[config.mk]
export PLATFORM = sky130hd
export DESIGN_NAME = two_button_combo_router
export DESIGN_NICKNAME = d
export VERILOG_FILES = /design/src/hdl/tbcr_pkg.sv /design/src/hdl/two_button_combo_router.sv /design/src/hdl/tbcr_front.sv /design/src/hdl/tbcr_queue.sv /design/src/hdl/tbcr_back.sv
export VERILOG_INCLUDE_DIRS = /design/src /design/src/hdl
export SDC_FILE = /design/constraint.sdc
export NUM_CORES = 1
export LEC_CHECK = 0
export ABC_AREA = 0
export BUFFER_PORTS_ARGS = -buffer_cell sky130_fd_sc_hd__buf_2
export CORE_MARGIN = 5
export CORE_UTILIZATION = 35
export CTS_CLUSTER_DIAMETER = 30
export DETAILED_ROUTE_END_ITERATION = 7
export SLEW_MARGIN = 15
export SYNTH_ARGS = -nofsm -noshare
export SYNTH_HDL_FRONTEND = slang
export SYNTH_HIERARCHICAL = 1
export SYNTH_SLANG_ARGS = --single-unit
[constraint.sdc]
create_clock -name clk -period 11.45 [get_ports clk]
set_clock_uncertainty 0.1 [all_clocks]
set_input_delay 1.7175 -clock clk [delete_from_list [all_inputs] [get_ports clk]]
set_output_delay 1.7175 -clock clk [all_outputs]
set_load 0.01 [all_outputs]
[src/hdl/assert_macros.svh]
`ifndef ASSERT_MACROS_SVH
`define ASSERT_MACROS_SVH

// Concurrent check on a given clock and active-low reset.
`define TBCR_ASSERT_CLK(lbl, clk_sig, rst_n_sig, prop, msg) \
	lbl: assert property (@(posedge clk_sig) disable iff (!rst_n_sig) prop) \
		else $error(msg);

// Concurrent check on the block clock and reset.
`define TBCR_ASSERT(lbl, prop, msg) `TBCR_ASSERT_CLK(lbl, clk, arst_n, prop, msg)

`endif

[src/hdl/tbcr_pkg.sv]
package tbcr_pkg;

	localparam logic [3:0] EV_NONE             = 4'd0;
	localparam logic [3:0] EV_HOLD_START       = 4'd2;
	localparam logic [3:0] EV_HOLD_END         = 4'd3;
	localparam logic [3:0] EV_CLICK_HOLD_START = 4'd4;
	localparam logic [3:0] EV_CLICK_HOLD_END   = 4'd5;
	localparam logic [3:0] EV_MAX              = 4'd8;

	localparam logic [1:0] LAMP_ONE   = 2'd0;
	localparam logic [1:0] LAMP_TWO   = 2'd1;
	localparam logic [1:0] LAMP_THREE = 2'd2;

	localparam logic [15:0] WINDOW_RESET = 16'd300;

	localparam int MAX_ACTS    = 4;
	localparam int ACT_IDX_W   = $clog2(MAX_ACTS);
	localparam int QUEUE_DEPTH = 2;
	localparam int QPTR_W      = $clog2(QUEUE_DEPTH);

	typedef struct packed {
		logic [3:0]  first_button_event;
		logic [3:0]  second_button_event;
		logic [31:0] now_ms;
	} in_word_t;

	typedef struct packed {
		logic [1:0] target_lamp;
		logic [3:0] action_event;
		logic       last_of_run;
	} out_word_t;

	typedef struct packed {
		logic [1:0] lamp;
		logic [3:0] ev;
	} action_t;

	// All actions caused by one input word; last_idx is the count minus one.
	typedef struct packed {
		logic [ACT_IDX_W-1:0]        last_idx;
		action_t [MAX_ACTS-1:0]      acts;
	} bundle_t;

	typedef struct packed {
		logic hold_armed;
		logic pending_any;
	} front_stat_t;

	typedef struct packed {
		logic full;
		logic empty;
	} queue_stat_t;

	function automatic logic [3:0] clean_event(input logic [3:0] e);
		return (e > EV_MAX) ? EV_NONE : e;
	endfunction

	function automatic logic starts_hold(input logic [3:0] e);
		return (e == EV_HOLD_START) || (e == EV_CLICK_HOLD_START);
	endfunction

	function automatic logic ends_hold(input logic [3:0] e);
		return (e == EV_HOLD_END) || (e == EV_CLICK_HOLD_END);
	endfunction

endpackage

[src/hdl/two_button_combo_router.sv]
// Two-button combination router. Each input word carries one gesture event per
// button and a millisecond timestamp; each output word is one action for lamp
// one, lamp two or the combined lamp three, with last_of_run set on the final
// action caused by an input word. The front end classifies an input word
// combinationally and takes a new one every cycle while its two-entry action
// queue has room. The result port then delivers one action per cycle while
// out_ready is high, so an input word that causes k actions (at most four)
// gives k output words, and a word that causes none pushes nothing. The result
// port's one-action-per-cycle drain sets the sustained rate. The window
// register may be rewritten at any cycle while no word is in flight.
`include "assert_macros.svh"

module two_button_combo_router import tbcr_pkg::*; (
	input  logic        clk,
	input  logic        arst_n,
	input  logic        cfg_valid,
	output logic        cfg_ready,
	input  logic [15:0] cfg_data,
	input  logic        in_valid,
	output logic        in_ready,
	input  in_word_t    in_data,
	output logic        out_valid,
	input  logic        out_ready,
	output out_word_t   out_data
);

	logic        accept, push, pop;
	bundle_t     push_data, head;
	front_stat_t fstat;
	queue_stat_t qstat;

	assign cfg_ready = 1'b1;
	assign in_ready  = !qstat.full;
	assign accept    = in_valid && in_ready;

	tbcr_front u_front (
		.clk       (clk),
		.arst_n    (arst_n),
		.cfg_valid (cfg_valid),
		.cfg_data  (cfg_data),
		.accept    (accept),
		.in_data   (in_data),
		.push      (push),
		.bundle    (push_data),
		.stat      (fstat)
	);

	tbcr_queue u_queue (
		.clk       (clk),
		.arst_n    (arst_n),
		.push      (push),
		.push_data (push_data),
		.pop       (pop),
		.head      (head),
		.stat      (qstat)
	);

	tbcr_back u_back (
		.clk       (clk),
		.arst_n    (arst_n),
		.head      (head),
		.qstat     (qstat),
		.pop       (pop),
		.out_valid (out_valid),
		.out_ready (out_ready),
		.out_data  (out_data)
	);

	`TBCR_ASSERT(a_no_push_full, qstat.full |-> !push, "push into a full action queue")
	`TBCR_ASSERT(a_hold_pending, fstat.hold_armed |-> fstat.pending_any, "hold without pending end")
	`TBCR_ASSERT(a_run_continues, (out_valid && out_ready && !out_data.last_of_run) |=> out_valid, "gap inside a run of actions")
	`TBCR_ASSERT(a_pop_not_empty, pop |-> !qstat.empty, "pop from an empty action queue")

endmodule

[src/hdl/tbcr_front.sv]
module tbcr_front import tbcr_pkg::*; (
	input  logic        clk,
	input  logic        arst_n,
	input  logic        cfg_valid,
	input  logic [15:0] cfg_data,
	input  logic        accept,
	input  in_word_t    in_data,
	output logic        push,
	output bundle_t     bundle,
	output front_stat_t stat
);

	logic [15:0] window_q;
	logic [3:0]  pend_first_q, pend_second_q;
	logic [31:0] win_start_q;
	logic        win_active_q, combo_hold_q;

	logic [3:0]  pend_first_d, pend_second_d;
	logic [31:0] win_start_d;
	logic        win_active_d, combo_hold_d;

	logic [3:0]  e1, e2, fin, pair_ev;
	logic [31:0] elapsed;
	logic [ACT_IDX_W:0] n;
	action_t [MAX_ACTS-1:0] acts;

	always_comb begin
		e1            = clean_event(in_data.first_button_event);
		e2            = clean_event(in_data.second_button_event);
		pend_first_d  = pend_first_q;
		pend_second_d = pend_second_q;
		win_start_d   = win_start_q;
		win_active_d  = win_active_q;
		combo_hold_d  = combo_hold_q;
		fin           = EV_NONE;
		pair_ev       = EV_NONE;
		elapsed       = '0;
		n             = '0;
		acts          = '0;

		if (combo_hold_q) begin
			if (ends_hold(e1) && e1 == pend_first_d) begin
				fin          = e1;
				pend_first_d = EV_NONE;
			end
			if (ends_hold(e2) && e2 == pend_second_d) begin
				fin           = e2;
				pend_second_d = EV_NONE;
			end
			if (pend_first_d == EV_NONE && pend_second_d == EV_NONE) begin
				if (fin != EV_NONE) begin
					acts[n[ACT_IDX_W-1:0]] = '{lamp: LAMP_THREE, ev: fin};
					n = n + 1'b1;
				end
				win_start_d  = '0;
				win_active_d = 1'b0;
				combo_hold_d = 1'b0;
			end
		end else begin
			if (e1 != EV_NONE) begin
				if (!win_active_d) begin
					win_active_d = 1'b1;
					win_start_d  = in_data.now_ms;
				end
				if (pend_first_d != EV_NONE) begin
					acts[n[ACT_IDX_W-1:0]] = '{lamp: LAMP_ONE, ev: pend_first_d};
					n = n + 1'b1;
				end
				pend_first_d = e1;
			end
			if (e2 != EV_NONE) begin
				if (!win_active_d) begin
					win_active_d = 1'b1;
					win_start_d  = in_data.now_ms;
				end
				if (pend_second_d != EV_NONE) begin
					acts[n[ACT_IDX_W-1:0]] = '{lamp: LAMP_TWO, ev: pend_second_d};
					n = n + 1'b1;
				end
				pend_second_d = e2;
			end
			// Elapsed time wraps modulo 2^32 like the timestamp counter.
			elapsed = in_data.now_ms - win_start_d;
			if (win_active_d) begin
				if (elapsed > {16'd0, window_q}) begin
					if (pend_first_d != EV_NONE) begin
						acts[n[ACT_IDX_W-1:0]] = '{lamp: LAMP_ONE, ev: pend_first_d};
						n = n + 1'b1;
					end
					if (pend_second_d != EV_NONE) begin
						acts[n[ACT_IDX_W-1:0]] = '{lamp: LAMP_TWO, ev: pend_second_d};
						n = n + 1'b1;
					end
					pend_first_d  = EV_NONE;
					pend_second_d = EV_NONE;
					win_start_d   = '0;
					win_active_d  = 1'b0;
				end else if (pend_first_d != EV_NONE && pend_first_d == pend_second_d) begin
					pair_ev = pend_first_d;
					acts[n[ACT_IDX_W-1:0]] = '{lamp: LAMP_THREE, ev: pair_ev};
					n = n + 1'b1;
					pend_first_d  = EV_NONE;
					pend_second_d = EV_NONE;
					win_start_d   = '0;
					win_active_d  = 1'b0;
					// A matching hold start waits for both matching hold ends.
					if (starts_hold(pair_ev)) begin
						combo_hold_d  = 1'b1;
						pend_first_d  = (pair_ev == EV_HOLD_START) ? EV_HOLD_END
						                                            : EV_CLICK_HOLD_END;
						pend_second_d = pend_first_d;
					end
				end
			end
		end
	end

	assign push            = accept && (n != '0);
	assign bundle.acts     = acts;
	assign bundle.last_idx = ACT_IDX_W'(n - 1'b1);
	assign stat.hold_armed    = combo_hold_q;
	assign stat.pending_any   = (pend_first_q != EV_NONE) || (pend_second_q != EV_NONE);

	always_ff @(posedge clk or negedge arst_n) begin
		if (!arst_n) begin
			window_q      <= WINDOW_RESET;
			pend_first_q  <= EV_NONE;
			pend_second_q <= EV_NONE;
			win_start_q   <= '0;
			win_active_q  <= 1'b0;
			combo_hold_q  <= 1'b0;
		end else begin
			if (cfg_valid) begin
				window_q <= cfg_data;
			end
			if (accept) begin
				pend_first_q  <= pend_first_d;
				pend_second_q <= pend_second_d;
				win_start_q   <= win_start_d;
				win_active_q  <= win_active_d;
				combo_hold_q  <= combo_hold_d;
			end
		end
	end

endmodule

[src/hdl/tbcr_queue.sv]
module tbcr_queue import tbcr_pkg::*; (
	input  logic        clk,
	input  logic        arst_n,
	input  logic        push,
	input  bundle_t     push_data,
	input  logic        pop,
	output bundle_t     head,
	output queue_stat_t stat
);

	bundle_t             mem_q [QUEUE_DEPTH];
	logic [QPTR_W-1:0]   wr_ptr_q, rd_ptr_q;
	logic [QPTR_W:0]     cnt_q;

	assign head       = mem_q[rd_ptr_q];
	assign stat.full  = (cnt_q == (QPTR_W+1)'(QUEUE_DEPTH));
	assign stat.empty = (cnt_q == '0);

	always_ff @(posedge clk) begin
		if (push) begin
			mem_q[wr_ptr_q] <= push_data;
		end
	end

	always_ff @(posedge clk or negedge arst_n) begin
		if (!arst_n) begin
			wr_ptr_q <= '0;
			rd_ptr_q <= '0;
			cnt_q    <= '0;
		end else begin
			if (push) begin
				wr_ptr_q <= QPTR_W'((wr_ptr_q + 1'b1) % QUEUE_DEPTH);
			end
			if (pop) begin
				rd_ptr_q <= QPTR_W'((rd_ptr_q + 1'b1) % QUEUE_DEPTH);
			end
			case ({push, pop})
				2'b10:   cnt_q <= cnt_q + 1'b1;
				2'b01:   cnt_q <= cnt_q - 1'b1;
				default: cnt_q <= cnt_q;
			endcase
		end
	end

endmodule

[src/hdl/tbcr_back.sv]
module tbcr_back import tbcr_pkg::*; (
	input  logic        clk,
	input  logic        arst_n,
	input  bundle_t     head,
	input  queue_stat_t qstat,
	output logic        pop,
	output logic        out_valid,
	input  logic        out_ready,
	output out_word_t   out_data
);

	logic [ACT_IDX_W-1:0] idx_q;
	logic                 out_valid_q;
	out_word_t            out_data_q;
	logic                 load, take, is_last;
	action_t              cur;

	// The output register reloads whenever it is empty or being taken.
	assign load    = !out_valid_q || out_ready;
	assign take    = load && !qstat.empty;
	assign cur     = head.acts[idx_q];
	assign is_last = (idx_q == head.last_idx);
	assign pop     = take && is_last;

	assign out_valid = out_valid_q;
	assign out_data  = out_data_q;

	always_ff @(posedge clk) begin
		if (take) begin
			out_data_q.target_lamp  <= cur.lamp;
			out_data_q.action_event <= cur.ev;
			out_data_q.last_of_run  <= is_last;
		end
	end

	always_ff @(posedge clk or negedge arst_n) begin
		if (!arst_n) begin
			idx_q       <= '0;
			out_valid_q <= 1'b0;
		end else begin
			if (load) begin
				out_valid_q <= !qstat.empty;
			end
			if (take) begin
				idx_q <= is_last ? '0 : idx_q + 1'b1;
			end
		end
	end

endmodule
---- Word-level counts from Yosys, hierarchy flattened ----
Memories as Yosys holds them, arrays and structs flattened.
Cells that the tools add are included.
storage, ports and cells
  bits in registers ....................... 72
  RAM bits ................................ 52
  bits of input ports ..................... 61
  memories ................................ 1
memories
  memory         words  bits a word  rd ports  clocked after Yosys merged registers in  wr ports  RTL line          RTL
  u_queue.mem_q  2      26           1         0                                        1         tbcr_queue.sv:11  bundle_t mem_q [QUEUE_DEPTH];
cells by class
  add/sub/neg operators ................... 10
  $lt $le $gt $ge ......................... 10
  eq/ne operators ......................... 14
  muxes and demuxes ....................... 99
  reductions and logical operators ........ 31
operators by type and width
  kind                 number
  $mux 32              10
  $mux 24              11
  $bwmux 24            4
  $mux 4               23
  $mux 6               9
  $mux 3               16
  $demux 6 s2          3
  $gt 32x16->1         1
  $sub 32x32->32       1
  $reduce_bool 4->1    7
  $mux 1               19
  $mux 18              1
  $bmux 6 s2           1
  $eq 4x2->1 const B   3
  $eq 4x3->1 const B   3
  $eq 4x4->1           3
  $lt 2x3->1 const B   4
  $logic_and 1x1->1    11
  $add 3x1->3 const B  3
  $gt 4x4->1 const B   2
  $logic_not 4->1      2
  $ge 2x1->1 const B   3
  $add 2x1->2 const B  2
  $eq 2x2->1 const B   2
  13 further kinds     20

---- Depth between registers and ports, before layout ----
  depth after elaboration ................. 23
  gate-level depth with buffers ........... 38
  mapped depth without buffers ............ 34

---- Hierarchy ----
The synthesis kept the hierarchy.
by module, submodules not included
  module                   instances  cells each  area an instance (sq um)
  tbcr_front               1          866         6,627.6
  tbcr_queue               1          97          2,160.8
  tbcr_back                1          35          583.1
  two_button_combo_router  1          4           21.3

---- Worst setup path after synthesis ----
OpenSTA, ideal clock, no wires.
  kind .................................... input to register
  from .................................... in in_data[38] in the netlist's numbering
  to ...................................... mem u_queue/mem_q[0][0] in the netlist's numbering, enable pin
  arrival time ............................ 9.552 ns
  path slack .............................. 1.389 ns
  stages .................................. 33
  cells stage by stage .................... or3_1 -> buf_2 -> xnor2_1 -> a21oi_4 -> buf_1 -> mux2i_1 -> ha_1 -> a21o_1 -> a31o_2 -> o2111ai_1 -> and2_1 -> o21ai_0 -> a21o_1 -> a21oi_1 -> xnor2_1 -> ha_1 -> nand3_1 -> nor3_1 -> nand2_1 -> a2111oi_0 -> o21ai_0 -> nor4_1 -> nand4_1 -> or4b_4 -> nand2b_4 -> buf_6 -> a211o_1 -> ha_1 -> nand2_1 -> nand2_1 -> a31oi_1 -> inv_1 -> nor2_1
between the ends
  word-level cells in the longest chain between the ends .. 23
  elaborated cells between the ends (all ways) .. 54
  those cells by class .................... add/sub: 4; order compare: 2; eq/ne: 4; mux: 34; reduce/logical: 10
ends and longest elaborated chain
  what                                                                     RTL line                       RTL
  start, declared                                                          two_button_combo_router.sv:21  input in_word_t in_data,
  $gt 4x4->1                                                               tbcr_pkg.sv:55                 return (e > EV_MAX) ? EV_NONE : e;
  $mux 4 (*)                                                               tbcr_pkg.sv:55
  parallel branches: the longest is 16 deep, another holds $sub 32x32->32  n/a
  $mux 3 (*)                                                               tbcr_front.sv:41               if (combo_hold_q) begin
  $reduce_bool 3->1 (*)                                                    tbcr_front.sv:118              assign push = accept && (n != '0);
  $logic_and 1x1->1 (*)                                                    tbcr_front.sv:118
  net push                                                                 two_button_combo_router.sv:27  logic accept, push, pop;
  $mux 1 (*)                                                               tbcr_queue.sv:20               if (push) begin
  $mux 1 (not written as such) (*)                                         tbcr_queue.sv:21               mem_q[wr_ptr_q] <= push_data;
  end, declared                                                            tbcr_queue.sv:11
Mark *: on every way through the listed nets, which the timed path passes. The select of a mux whose other input is x is not followed.

---- Worst setup path in the final report ----
  from .................................... in in_data[38] in the netlist's numbering
  to ...................................... mem u_queue/mem_q[0][6] in the netlist's numbering, enable pin
The elaborated chain is that of the path after synthesis.

==> run metrics <==
CP arrival=9.95 ns; max incr delay on CP=0.80 ns; final setup fails=0; Core Region=26650 um2; Critical Path Start Type=primary input; top-level I/O count=71; CP Capture Type=flop; diode count=0; Tcrit/Tclk final=0.8700; Fmax achieved=100.4 MHz; NumNets Final=1172; commonest cells after routing, fill and taps aside=nand2_1 (133), o21ai_0 (82), buf_2 (68); share of post-route cells with drive strength above 1=0.1617; Post-DP HPWL=18.69 mm; PortBufs=slightly below 70; vias in the first global route=7407; Gate power share=0.452; worst-skew pair later-pin latency=0.42 ns; Initial DRT Pass Iterations=5; WP data required=11.44 ns; Seq pwr share=0.302; setup bufs post-CTS=0; pins over their slew limit=0; Power Internal=between 1 and 1.5 mW; CTS tree=done; effective utilization at floorplan=0.3520; total die area=between 30000 and 40000 um2; slowest CP cell=a21oi_4; Syn. warnings=6; Die Ht=~170 um; Met3 Wirelength=between 1 and 1.5 mm; final core occ=0.3973; maximum VDD drop=0.08614 mV; post-route minimum period=9.962 ns; area grow syn2layout=12.86%; Top Metal Used=met4; status=finished, final reports clean; WL/cell=~18 um; Post-Syn Instances=1000; CTS Buffer Depth=2; first-pass GRT wire length=40.37 mm; commonest non-fill, non-tap cell in the layout=nand2_1; Rows=60; metal2 WL=11.01 mm; final wirelength=25.09 mm; Worst slew margin=0.3388; H-tree lvl count=4; largest fanout on the critical path=26; cell area after synthesis=roughly 9400 um2; ANT nets after route=0; total CTS buffers=17; fillers=2624; hold_buf cts=0; critical path class=primary input to flop; # Max-Cap Violations=0; Setup TNS Final=0 ns; Clock Power Share=0.246; power per cell area=around 210 nW/um2; chip width=173.7 um; Synth Net Count=approximately 1100; Switching Fraction=0.4052; gr usage total=0.1641; Hold Path Class=flop to flop; DR DRC count=0; routed via count=7845; routed vias/inst=5.584; hold slack final=roughly 0.38 ns; initial antenna violation count=0; unrepaired setup endpoints after global routing=no; NetSw=907.4 uW; root buf cell=clkbuf_16; post_cts resized=0; Tightest Pin Transition=0.9895 ns; clock sink count=124; global placer's final weighted congestion=0.9479; Synth Area per Inst=9.381 um2; largest net degree at the start of global routing=66; first-iteration detailed-routing DRC count=slightly above 600; Lkg Pwr=4.483 nW; Clk pin slew, worst setup/hold paths=approximately 0.070 ns; total grt overflow=0; WL met1=roughly 12 mm; final hold violation count=0
[sequential cells by signal, indices dropped and copies added, names as in the netlist]
signal and count:
u_queue/mem_q 52, u_front/win_start_q 32, u_front/window_q 16, u_back/out_data 7
u_front/pend_first_q 4, u_front/pend_second_q 4, u_back/idx_q 2, u_queue/cnt_q 2
u_back/out_valid 1, u_front/combo_hold_q 1, u_front/win_active_q 1, u_queue/rd_ptr_q 1
u_queue/wr_ptr_q 1
[area by class of cell]
type | count | area [um2] | share of cell area
well taps | 341 | 426.7 | 0.04030
multi-input cells | 785 | 5567 | 0.5258
flip-flops and latches | 124 | 3403 | 0.3214
inverters | 42 | 157.7 | 0.01489
clock buffers | 17 | 425.4 | 0.04018
repair buffers | 81 | 437.9 | 0.04136
clock inverters | 15 | 170.2 | 0.01607
[layer usage]
layer	global-route usage	vias to the layer above
met4	0.05345	0
met3	0.02683	46
met2	0.2439	241
met5	0	-
li1	-	3839
met1	0.2431	3719
[worst max-delay path: cells and delay by family]
family,cells,cell delay (ns)
adders and majority gates,3,0.79
AOI/OAI and AO/OA,10,3.17
muxes,1,0.43
xor gates and xnor gates,2,0.32
buffers and inverters,3,0.58
and+or+nand+nor,13,2.92
[power groups by stage]
stage | combinational [mW] | clock (mW) | sequential, mW
after floorplan | 0.786 | 0 | 0.659
after detailed placement | 0.999 | 0 | 0.684
after global routing | 1.12 | 0.580 | 0.690
final | 1.01 | 0.552 | 0.676
after CTS | 1.01 | 0.562 | 0.676
after global placement | 0.990 | 0 | 0.680
[through the flow]
step	power [mW]	instances	area, um2	setup slack (ns)
floorplan	1.445	1000	9382	1.389
global placement	1.671	1373	9992	1.377
detailed placement	1.683	1373	9992	1.105
CTS	2.245	1405	10590	1.475
global route	2.392	1405	10590	0.7940
finish	2.240	1405	10590	1.488
[path summary, 6_finish.rpt]
| check | start | end | slack, ns | depth (start not counted) |
|---|---|---|---|---|
| setup / recovery | in_data[38] | u_queue/mem_q[0][6]$_DFFE_PP_ | 1.49 | 32 |
| hold / removal | u_front/win_start_q[13]$_DFFE_PN0P_ | u_front/win_start_q[13]$_DFFE_PN0P_ | 0.38 | 2 |
| setup reg to reg | u_front/win_active_q$_DFFE_PN0P_ | u_queue/mem_q[0][6]$_DFFE_PP_ | 3.28 | 29 |
| hold reg to reg | u_front/win_start_q[13]$_DFFE_PN0P_ | u_front/win_start_q[13]$_DFFE_PN0P_ | 0.38 | 2 |
| max in group asynchronous | arst_n | u_front/win_start_q[9]$_DFFE_PN0P_ | 9.37 | 1 |
| min in group asynchronous | arst_n | u_front/pend_second_q[1]$_DFFE_PN0P_ | 1.31 | 1 |
(Power assumes the default switching activity.)
